===== src/design/jse_pkg.sv =====
package jse_pkg;

  // Width of one string byte and of the capacity register.
  localparam int ByteW = 8;
  localparam int CountW = 16;

  // Reset value of the output capacity register.
  localparam logic [CountW-1:0] CapacityReset = 16'd256;

  // Queue between the classifier and the expander.
  localparam int QueueDepth = 4;
  localparam int QueuePtrW = $clog2(QueueDepth);
  localparam int QueueCntW = $clog2(QueueDepth + 1);
  localparam logic [QueueCntW-1:0] QueueFull = QueueCntW'(QueueDepth);

  // Step counter inside one escape sequence; the longest is six bytes.
  localparam int StepW = 3;

  // Characters that take part in escapes.
  localparam logic [ByteW-1:0] ChNul       = 8'h00;
  localparam logic [ByteW-1:0] ChTab       = 8'h09;
  localparam logic [ByteW-1:0] ChNewline   = 8'h0A;
  localparam logic [ByteW-1:0] ChReturn    = 8'h0D;
  localparam logic [ByteW-1:0] ChSpace     = 8'h20;
  localparam logic [ByteW-1:0] ChQuote     = 8'h22;
  localparam logic [ByteW-1:0] ChZero      = 8'h30;
  localparam logic [ByteW-1:0] ChBackslash = 8'h5C;
  localparam logic [ByteW-1:0] ChLowerA    = 8'h61;
  localparam logic [ByteW-1:0] ChLowerN    = 8'h6E;
  localparam logic [ByteW-1:0] ChLowerR    = 8'h72;
  localparam logic [ByteW-1:0] ChLowerT    = 8'h74;
  localparam logic [ByteW-1:0] ChLowerU    = 8'h75;

  // How a queued byte is expanded.
  typedef enum logic [1:0] {
    KIND_PLAIN,    // one byte as is (also the terminator)
    KIND_SHORT,    // backslash and one letter
    KIND_UNICODE   // backslash, u, two zeros, two hex digits
  } kind_t;

  typedef struct packed {
    kind_t            kind;
    logic [ByteW-1:0] value;
  } entry_t;

  // Number of bytes an expansion produces.
  function automatic logic [StepW-1:0] kind_len(input kind_t kind);
    logic [StepW-1:0] len;
    case (kind)
      KIND_PLAIN:   len = 3'd1;
      KIND_SHORT:   len = 3'd2;
      KIND_UNICODE: len = 3'd6;
      default:      len = 3'd1;
    endcase
    return len;
  endfunction

  // Letter that follows the backslash in a two-byte escape.
  function automatic logic [ByteW-1:0] esc_letter(input logic [ByteW-1:0] c);
    logic [ByteW-1:0] letter;
    case (c)
      ChNewline: letter = ChLowerN;
      ChReturn:  letter = ChLowerR;
      ChTab:     letter = ChLowerT;
      default:   letter = c;  // quote and backslash repeat themselves
    endcase
    return letter;
  endfunction

  // Lower-case hex digit for one nibble.
  function automatic logic [ByteW-1:0] hex_digit(input logic [3:0] v);
    logic [ByteW-1:0] d;
    if (v < 4'd10) begin
      d = ChZero + {4'h0, v};
    end else begin
      d = ChLowerA + {4'h0, v} - 8'd10;
    end
    return d;
  endfunction

endpackage


===== src/design/jse_front.sv =====
module jse_front (
  input  logic                       clk,
  input  logic                       rst,
  input  logic                       cfg_write,
  input  logic [jse_pkg::CountW-1:0] cfg_data,
  input  logic                       push,
  input  logic [jse_pkg::ByteW-1:0]  in_byte,
  input  logic                       q_full,
  output logic                       q_push,
  output jse_pkg::entry_t            q_data
);
  import jse_pkg::*;

  logic [CountW-1:0] capacity;
  logic [CountW-1:0] written_count;
  logic [CountW-1:0] written_count_next;
  logic              halted;
  logic              halted_next;
  logic              accept;
  logic              is_term;
  kind_t             kind;
  logic [StepW-1:0]  len;
  logic [CountW+1:0] need;
  logic              fits;
  logic              emit;

  assign accept = push && !q_full;
  assign is_term = (in_byte == ChNul);

  always_comb begin
    if (in_byte inside {ChQuote, ChBackslash, ChNewline, ChReturn, ChTab}) begin
      kind = KIND_SHORT;
    end else if (in_byte < ChSpace && !is_term) begin
      kind = KIND_UNICODE;
    end else begin
      kind = KIND_PLAIN;
    end
  end

  // The byte fits when the count plus its expansion still leaves the terminator room.
  assign len  = kind_len(kind);
  assign need = {2'b00, written_count} + (CountW+2)'(len) + (CountW+2)'(1);
  assign fits = (need <= {2'b00, capacity});
  assign emit = is_term || (!halted && fits);

  always_comb begin
    written_count_next = written_count;
    halted_next = halted;
    if (accept) begin
      if (is_term) begin
        written_count_next = '0;
        halted_next = 1'b0;
      end else if (emit) begin
        written_count_next = written_count + CountW'(len);
      end else begin
        halted_next = 1'b1;
      end
    end
  end

  assign q_push = accept && emit;
  assign q_data = '{kind: kind, value: in_byte};

  always_ff @(posedge clk) begin
    if (rst) begin
      capacity <= CapacityReset;
      written_count <= '0;
      halted <= 1'b0;
    end else begin
      if (cfg_write) begin
        capacity <= cfg_data;
      end
      written_count <= written_count_next;
      halted <= halted_next;
    end
  end

  a_term_clears: assert property (@(posedge clk) disable iff (rst)
    (accept && is_term) |=> (written_count == '0 && !halted))
    else $error("terminator did not clear count and halt");

  a_halt_no_push: assert property (@(posedge clk) disable iff (rst)
    (halted && !is_term) |-> !q_push)
    else $error("byte queued while output is halted");

endmodule


===== src/design/jse_fifo.sv =====
module jse_fifo (
  input  logic            clk,
  input  logic            rst,
  input  logic            push,
  input  jse_pkg::entry_t wdata,
  output logic            full,
  input  logic            pop,
  output jse_pkg::entry_t rdata,
  output logic            empty
);
  import jse_pkg::*;

  entry_t                slots [QueueDepth];
  logic [QueuePtrW-1:0]  wptr;
  logic [QueuePtrW-1:0]  rptr;
  logic [QueueCntW-1:0]  count;
  logic                  do_push;
  logic                  do_pop;

  // Full looks only at the count, so the pop side never reaches the push side.
  assign full    = (count == QueueFull);
  assign empty   = (count == '0);
  assign do_push = push && !full;
  assign do_pop  = pop && !empty;
  assign rdata   = slots[rptr];

  always_ff @(posedge clk) begin
    if (do_push) begin
      slots[wptr] <= wdata;
    end
  end

  always_ff @(posedge clk) begin
    if (rst) begin
      wptr <= '0;
      rptr <= '0;
      count <= '0;
    end else begin
      if (do_push) begin
        wptr <= wptr + QueuePtrW'(1);
      end
      if (do_pop) begin
        rptr <= rptr + QueuePtrW'(1);
      end
      if (do_push && !do_pop) begin
        count <= count + QueueCntW'(1);
      end else if (do_pop && !do_push) begin
        count <= count - QueueCntW'(1);
      end
    end
  end

  a_count_bound: assert property (@(posedge clk) disable iff (rst)
    count <= QueueFull)
    else $error("queue count beyond depth");

  a_ptr_gap: assert property (@(posedge clk) disable iff (rst)
    (count == '0 || count == QueueFull) |-> (wptr == rptr))
    else $error("queue pointers disagree with count");

endmodule


===== src/design/jse_back.sv =====
module jse_back (
  input  logic                      clk,
  input  logic                      rst,
  input  logic                      q_empty,
  input  jse_pkg::entry_t           q_data,
  output logic                      q_pop,
  output logic                      empty,
  input  logic                      pop,
  output logic [jse_pkg::ByteW-1:0] out_byte,
  output logic                      out_last
);
  import jse_pkg::*;

  logic [StepW-1:0] step;
  logic [StepW-1:0] step_next;
  logic [StepW-1:0] len;
  logic             out_valid;
  logic             out_valid_next;
  logic             load;
  logic [ByteW-1:0] sel_byte;
  logic             sel_last;

  assign len  = kind_len(q_data.kind);
  assign load = !q_empty && (!out_valid || pop);

  always_comb begin
    case (q_data.kind)
      KIND_PLAIN: begin
        sel_byte = q_data.value;
      end
      KIND_SHORT: begin
        sel_byte = (step == '0) ? ChBackslash : esc_letter(q_data.value);
      end
      KIND_UNICODE: begin
        case (step)
          3'd0:       sel_byte = ChBackslash;
          3'd1:       sel_byte = ChLowerU;
          3'd2, 3'd3: sel_byte = ChZero;
          3'd4:       sel_byte = hex_digit(q_data.value[7:4]);
          default:    sel_byte = hex_digit(q_data.value[3:0]);
        endcase
      end
      default: begin
        sel_byte = q_data.value;
      end
    endcase
    sel_last = (step == len - StepW'(1));
  end

  always_comb begin
    step_next = step;
    q_pop = 1'b0;
    if (load) begin
      if (sel_last) begin
        step_next = '0;
        q_pop = 1'b1;
      end else begin
        step_next = step + StepW'(1);
      end
    end
  end

  always_comb begin
    if (load) begin
      out_valid_next = 1'b1;
    end else if (pop) begin
      out_valid_next = 1'b0;
    end else begin
      out_valid_next = out_valid;
    end
  end

  assign empty = !out_valid;

  always_ff @(posedge clk) begin
    if (load) begin
      out_byte <= sel_byte;
      out_last <= sel_last;
    end
  end

  always_ff @(posedge clk) begin
    if (rst) begin
      step <= '0;
      out_valid <= 1'b0;
    end else begin
      step <= step_next;
      out_valid <= out_valid_next;
    end
  end

  a_step_idle: assert property (@(posedge clk) disable iff (rst)
    q_empty |-> (step == '0))
    else $error("expansion step left over with nothing queued");

  a_step_range: assert property (@(posedge clk) disable iff (rst)
    !q_empty |-> (step < len))
    else $error("expansion step beyond sequence length");

endmodule


===== src/design/json_string_escaper.sv =====
// JSON string escaper.
// Input channel: the string arrives one byte per item on in_byte; an item is
// taken at a clock edge with push high and full low. A zero byte ends the
// string and always yields one zero output item with out_last set.
// Output channel: while empty is low, the oldest result sits on out_byte and
// out_last; it is taken at a clock edge with pop high. out_last marks the final
// output item produced by one input item.
// Configuration: cfg_write with cfg_data sets the output capacity (bytes,
// including the terminator); change it only while the block is idle.
// Path: a taken input item is written into the queue, then its results pass
// through the output register, from which they are popped.
// Throughput: one input item per cycle for plain text while full is low. The
// expander emits one output item per cycle while the receiver pops, so a
// two-byte escape occupies it for two output items and a unicode escape for
// six; a four-entry queue between classifier and expander absorbs short bursts
// of escapes before full rises. Bytes dropped for lack of room produce nothing.
// Reset clears the running count, the halt flag, the queue and the output
// register, and sets the capacity to 256. When the receiver stalls, the output
// register holds its item, the queue fills, and full rises; nothing is lost.
module json_string_escaper (
  input  logic                       clk,
  input  logic                       rst,
  input  logic                       cfg_write,
  input  logic [jse_pkg::CountW-1:0] cfg_data,
  input  logic                       push,
  output logic                       full,
  input  logic [jse_pkg::ByteW-1:0]  in_byte,
  output logic                       empty,
  input  logic                       pop,
  output logic [jse_pkg::ByteW-1:0]  out_byte,
  output logic                       out_last
);
  import jse_pkg::*;

  // Classified bytes flow from the front end into the queue.
  logic   q_push;
  entry_t q_wdata;
  logic   q_full;

  // The expander drains the queue one output item at a time.
  logic   q_pop;
  entry_t q_rdata;
  logic   q_empty;

  // Input is accepted whenever the queue has room; the capacity decision
  // is made at accept time, so output stalls never change which bytes drop.
  assign full = q_full;

  // The front end owns the capacity register, the running count and the halt
  // flag, and queues only bytes that will actually be emitted.
  jse_front u_front (
    .clk       (clk),
    .rst       (rst),
    .cfg_write (cfg_write),
    .cfg_data  (cfg_data),
    .push      (push),
    .in_byte   (in_byte),
    .q_full    (q_full),
    .q_push    (q_push),
    .q_data    (q_wdata)
  );

  jse_fifo u_fifo (
    .clk   (clk),
    .rst   (rst),
    .push  (q_push),
    .wdata (q_wdata),
    .full  (q_full),
    .pop   (q_pop),
    .rdata (q_rdata),
    .empty (q_empty)
  );

  // The back end walks each queued entry through its escape sequence and
  // keeps the output register, which separates it from the receiver.
  jse_back u_back (
    .clk      (clk),
    .rst      (rst),
    .q_empty  (q_empty),
    .q_data   (q_rdata),
    .q_pop    (q_pop),
    .empty    (empty),
    .pop      (pop),
    .out_byte (out_byte),
    .out_last (out_last)
  );

endmodule


===== config.mk =====
export PLATFORM = sky130hd
export DESIGN_NAME = json_string_escaper
export DESIGN_NICKNAME = d
export VERILOG_FILES = /design/src/design/jse_pkg.sv /design/src/design/jse_front.sv /design/src/design/jse_fifo.sv /design/src/design/jse_back.sv /design/src/design/json_string_escaper.sv
export SDC_FILE = /design/constraint.sdc
export NUM_CORES = 1
export LEC_CHECK = 0
export BUFFER_PORTS_ARGS = -buffer_cell sky130_fd_sc_hd__buf_2
export CAP_MARGIN = 20
export CORE_ASPECT_RATIO = 0.6
export CORE_UTILIZATION = 36
export DETAILED_ROUTE_END_ITERATION = 7
export PLACE_DENSITY = 0.64
export SETUP_SLACK_MARGIN = 0.15
export SLEW_MARGIN = 20
export SYNTH_ARGS = -nofsm -noshare
export SYNTH_HDL_FRONTEND = slang
export SYNTH_SLANG_ARGS = --single-unit

===== constraint.sdc =====
create_clock -name clk -period 5.6 [get_ports clk]
set_input_delay 0.28 -clock clk [delete_from_list [all_inputs] [get_ports clk]]
set_output_delay 0.28 -clock clk [all_outputs]
set_load 0.03 [all_outputs]

Yosys cells after proc, flatten, opt, wreduce, memory -nomap -nowiden
Memory sizes are Yosys's and may differ from the RTL's. A register that Yosys moved wholly into a read port is not among the register bits.
Index checks and enable logic that the tools add are counted.
{"block": "word_totals", "wordCells": 102, "memories": 1, "register_bits": 53, "inputBits": 29, "output_inout_bits": 11, "mem_bits_rw": 40}
{"memory": "u_fifo.slots", "words": 4, "word_bits": 10, "rd": 1, "rd_clocked_by_memory_dff": 1, "write_ports": 1, "line_no": "jse_fifo.sv:13", "source": "entry_t slots [QueueDepth];"}
{"block": "op_classes", "n_reduce_logical": 28, "n_lt_le_gt_ge": 4, "n_mux": 25, "eq_ne": 19, "add_sub_neg": 15}
{"op": "$eq A8 B4 Y1 const B", "count": 6}
{"op": "$mux W16", "count": 2}
{"op": "$pmux W8 S4", "count": 1}
{"op": "$mux W8", "count": 3}
{"op": "$pmux W8 S3", "count": 1}
{"op": "$add A18 B1 Y18 const B", "count": 1}
{"op": "$le A18 B16 Y1", "count": 1}
{"op": "$add A16 B3 Y17", "count": 1}
{"op": "$add A16 B3 Y16", "count": 1}
{"op": "$add A7 B4 Y8 const A", "count": 2}
{"op": "$pmux W8 S2", "count": 1}
{"op": "$sub A8 B4 Y8 const B", "count": 2}
{"op": "$add A6 B4 Y7 const A", "count": 2}
{"op": "$pmux W3 S2", "count": 2}
{"op": "$logic_and A1 B1 Y1", "count": 9}
{"op": "$mux W3", "count": 3}
{"op": "$eq A8 B6 Y1 const B", "count": 1}
{"op": "$eq A8 B7 Y1 const B", "count": 1}
{"op": "$logic_not A8 Y1", "count": 1}
{"op": "$lt A4 B4 Y1 const B", "count": 2}
{"op": "$lt A8 B6 Y1 const B", "count": 1}
{"op": "$mux W1", "count": 8}
{"op": "$mux W2", "count": 4}
{"op": "$logic_not A1 Y1", "count": 7}
{"op": "16 further kinds", "count": 28}

Logic depth before layout (Yosys ltp)
{"block": "logic_depth", "depth_word": 18, "ltp_mapped": 31, "mapped_depth_nobuf": 29}

Hierarchy
From an unflattened synthesis, not the netlist that was laid out.
{"block": "unflattened", "cells_unflattened": 535, "hier_area_um2": 5536.6}
{"mod": "jse_front", "instances": 1, "area_each_um2": 2359.8, "seq_area_each_um2": 660.6, "cells_per_inst": 292}
{"mod": "jse_fifo", "instances": 1, "area_each_um2": 1909.3, "seq_area_each_um2": 1381.3, "cells_per_inst": 100}
{"mod": "jse_back", "instances": 1, "area_each_um2": 1267.5, "seq_area_each_um2": 350.3, "cells_per_inst": 143}

Least setup slack after synthesis
Ideal clock, no wire load.
{"block": "synth_path", "kind": "input-to-reg", "startpoint": "input port in_byte[6] in the netlist's numbering", "endpoint": "register u_fifo.count[2]", "setup_ps": 70, "path_buffers": 2, "required_time_ps": 5530, "slack_ps": -600, "arrival_time_ps": 6129, "stages": 29, "cell_sequence": "nor2_1 -> nor4b_1 -> nand3_1 -> o21ai_0 -> nand2b_1 -> inv_1 -> ha_1 -> fa_1 -> buf_2 -> a2111oi_4 -> o311ai_1 -> o221a_4 -> nor3_4 -> o21ai_0 -> xnor2_1 -> ha_1 -> o21ai_0 -> nor2_1 -> a2111o_1 -> a211oi_2 -> o211ai_1 -> o21ai_2 -> buf_6 -> ha_1 -> inv_1 -> fa_1 -> xor2_1 -> or3_1 -> a21oi_1"}
{"item": "start: declaration", "line_no": "json_string_escaper.sv:27", "source": "input logic [jse_pkg::ByteW-1:0] in_byte,"}
{"item": "end signal: assignment", "line_no": "jse_fifo.sv:46", "source": "count <= count + QueueCntW'(1);"}
{"item": "end signal: assignment", "line_no": "jse_fifo.sv:48", "source": "count <= count - QueueCntW'(1);"}
{"item": "end: declaration", "line_no": "jse_fifo.sv:16", "source": "logic [QueueCntW-1:0] count;"}

Final worst setup path
{"block": "layout_path", "startpoint": "input port in_byte[7] in the netlist's numbering", "endpoint": "register u_fifo.count[2]"}
{"block": "layout_via", "elab_chain_len": 17, "word_cells_on_any_way": 27, "cone_classes": "add/sub: 2; order compare: 2; eq/ne: 7; mux: 4; reduce/logical: 12"}
{"item": "parallel branches: the longest is 11 deep, another holds $add A18 B1 Y18"}
{"item": "$logic_or A1 B1 Y1 *", "line_no": "jse_front.sv:44", "source": "assign emit = is_term || (!halted && fits);"}
{"item": "$logic_and A1 B1 Y1 *", "line_no": "jse_front.sv:61", "source": "assign q_push = accept && emit;"}
{"item": "$logic_and A1 B1 Y1 *", "line_no": "jse_fifo.sv:23", "source": "assign do_push = push && !full;"}
{"item": "$logic_not A1 Y1", "line_no": "jse_fifo.sv:47", "source": "end else if (do_pop && !do_push) begin"}
{"item": "$logic_and A1 B1 Y1", "line_no": "jse_fifo.sv:47"}
{"item": "$reduce_bool A2 Y1 (no source line)"}
Mark *: on every way between the ends.
A chain may end at the register's enable or synchronous reset.

==> results.cfg <==
[run_status]
outcome = finished, violations left
violations = DRC

[cts]
cts_root_buf = clkbuf_16
clockBufferDepth = 2
clkSinkCount = 95
clk_latency_ps = 350
clk_pin_slew_worst_paths_ps = 70
cts_tree = done
cts_buffers = 9
htreeDepth = 3

[placement]
gp_congestion = 0.954
port_buffers = 39
dpl_cell_area_mm2 = 0.00670
dp_hpwl_mm = 12.1
placed_cells = 868

[logic_synthesis]
ys_top_cells_by_area = edfxtp_1 25%, dfxtp_1 16%, ha_1 7.9%
synthTopCellsByCount = 54 x nor2_1, 49 x edfxtp_1, 46 x dfxtp_1, 46 x nand2_1, 42 x inv_1
yosysTopAreaCell = edfxtp_1
synth_top_area_share_pct = 25.2
avgSynthCellArea_um2 = 9.71
ys_warn_count = 0
synthesis.instances = 601
synth.net_count = 669
synth_area_mm2 = 0.00583
async_flop_share_pct = 0
synth_edf_count = 49
ys_types = 68
synth_most_common_cell = nor2_1
ys_seq_elements = 95
ys_seq_area_share_pct = 41.0
yosys_most_used_dff = edfxtp_1

[timing]
setup_violations = 0
rsz0062_at_grt = true
fin_crit_ps = 5420
max_slew_margin_pct = 41.6
max_freq_mhz = 184
worst_pin_slew_ps = 876
finalMaxSlewViolations = 0
fin_skew_ps = 12.5
hold_violations = 0
timing.hold.ws_ps = 152
fin_crit_sh_pct = 96.8

[layout]
area_growth_syn_to_layout_pct = 23.0
finalInstanceArea_mm2 = 0.00718
fin_nets = 747
final_cells = 887
diodes = 0
multi_input_area_mm2 = 0.00335
seq_area_mm2 = 0.00239
fillCellCount = 1421
drive_gt1_share_pct = 24.7

[routing]
dr_total_vias = 4936
drt.antenna.violating_nets = 0
drc = 7
wire_per_inst_um = 18.3
wl_mm = 16.3
viasPerCell = 5.56
first_pass_iters = 7
drt_iter0_drc = 378

[floorplan]
fp.dieH_um = 101
start_util_pct = 37.4
io_pins = 40
core_area_mm2 = 0.0156
die_w_um = 166
die_area_mm2 = 0.0167
rows = 35

[power]
peakVddDrop_v = 0.000191
seqPwrFrac_pct = 36.6
power_density_mw_per_mm2 = 349
switching_share_pct = 38.2
p_leak_nw = 2.77
clockPowerShare_pct = 25.0
internal_power_mw = 1.55
switching_power_mw = 0.958
combinationalPowerShare_pct = 38.4

[critical_path]
cp-start-kind = input pin
cp_max_fo = 3
crit_type = input pin to flop
cp-end-kind = flop
critical_path_required_ps = 5880
arrival_ps = 5700

[grt]
grt-ovfl-total = 0
grt_pass1_wl_mm = 25.7
grt_max_degree = 46
busiest_layer = met1
grtUsageMet2_pct = 28.4
grt_util_met1_pct = 30.4
track_usage_pct = 20.1
grt_use_met3_pct = 4.59
grt_pass1_vias = 4761
antenna_found_initial = 0

[flow_run]
drv_cap = 0

[min_path]
hold_class = input pin to flop
-- critical path, cell delays in order --
cell and delay (ps):
buf_2 130, nor4b_4 300, buf_4 160, nand2_2 50, nand2_2 100, nand2b_4 60, buf_4 150, ha_4 230
buf_4 140, a2111oi_4 420, buf_4 190, o31a_1 150, a211oi_2 80, nor4_4 360, xnor2_1 190, ha_1 300
nand4_1 140, inv_1 60, a2111o_1 400, a211oi_2 260, o211ai_1 140, o21ai_2 250, ha_4 160, inv_2 40
fa_2 340, xor2_1 160, or3_1 330, a21oi_2 120
-- stage by stage --
| stage | setup WS [ps] | TNS, ps | total power [mW] | util [%] |
|---|---|---|---|---|
| 2_1_floorplan | 46.8 | 0 | 1.56 | - |
| 3_3_place_gp | -225 | -225 | 1.83 | 43.0 |
| 4_1_cts | 190 | 0 | 2.50 | 45.1 |
| 5_1_grt | -99.6 | -99.6 | 2.65 | 46.0 |
| 3_5_place_dp | -362 | -1990 | 1.87 | 43.0 |
| 6_report | 180 | 0 | 2.50 | 46.0 |
-- what timing repair did --
item                       4_1_cts  5_1_grt
setup buffers                    1        2
hold buffers                     0        0
resized for setup                3       28
pin swaps                        4       21
cloned                           0        0
setup endpoints to repair        1       41
-- state kept, by name, indices dropped and copies added (netlist names), named ones only --
signal and count:
u_fifo.count 3, u_back.out_valid 1, u_back.step 3, u_front.capacity 16, u_back.out_last 1, u_front.halted 1, u_front.written_count 16, u_back.out_byte 8
u_fifo.rptr 2, u_fifo.wptr 2, u_fifo.slots 40
-- cells by family after synthesis --
| kind of cell | after synthesis | synth area share, % |
|---|---|---|
| simple gates | 201 | 17.4 |
| compound gates | 129 | 15.4 |
| flops | 95 | 41.0 |
| buf+inv | 74 | 5.19 |
| fa+ha+maj | 39 | 8.62 |
| mux | 34 | 8.00 |
| xor+xnor | 29 | 4.35 |
-- per-layer routing --
layer  part of all wire [%]  vias to the layer above
met5                      0                        -
met4                   0.84                        0
met3                    8.3                       10
met2                     40                      178
met1                     51                     2383
li1                       -                     2365
-- layout make-up --
cell class,instances,share of cell area [%]
sequential,95,33.3
timing repair buffer,99,10.0
tap,203,3.54
inverter,42,2.20
clock buffer,9,3.14
multi-input combinational,432,46.7
clock inverter,7,1.03
-- power by group through the flow --
| stage | combinational (mW) | clock, mW | sequential, mW |
|---|---|---|---|
| after global placement | 0.900 | 0 | 0.927 |
| final | 0.962 | 0.625 | 0.917 |
| after floorplan | 0.572 | 0 | 0.983 |
| after global routing | 1.05 | 0.669 | 0.932 |
| after detailed placement | 0.934 | 0 | 0.933 |
| after CTS | 0.942 | 0.635 | 0.918 |
-- placed cells by master (no fill, tap or decap), drive strengths merged, types with 4 or more instances in the layout --
| cell type | instances |
|---|---|
| mux2i | 23 |
| inv | 46 |
| nor2b | 7 |
| or3 | 8 |
| dfxtp | 46 |
| buf | 99 |
| clkbuf | 9 |
| o21ai | 20 |
| o22ai | 4 |
| xnor2 | 17 |
| a31oi | 8 |
| nand2b | 5 |
| xor2 | 12 |
| nand4b | 5 |
| mux4 | 10 |
| a21oi | 34 |
| edfxtp | 49 |
| nor2 | 54 |
| a211o | 4 |
| nand4 | 14 |
| a21o | 5 |
| nand3 | 17 |
| nor3 | 20 |
| a211oi | 7 |
| nand2 | 46 |
| ha | 37 |
| o211ai | 16 |
| and4 | 4 |
| and2 | 8 |
| o311ai | 4 |
-- path summary, 6_finish.rpt --
| check | start | end | slack [ps] | cells past startpoint |
|---|---|---|---|---|
| hold / removal | cfg_data[8] | u_front.capacity[8] | 150 | 3 |
| setup reg to reg | u_front.written_count[0] | u_fifo.count[2] | 590 | 22 |
| hold reg to reg | u_back.out_valid | u_back.out_valid | 470 | 2 |
| setup / recovery | in_byte[7] | u_fifo.count[2] | 180 | 28 |
(Power assumes the default switching activity.)
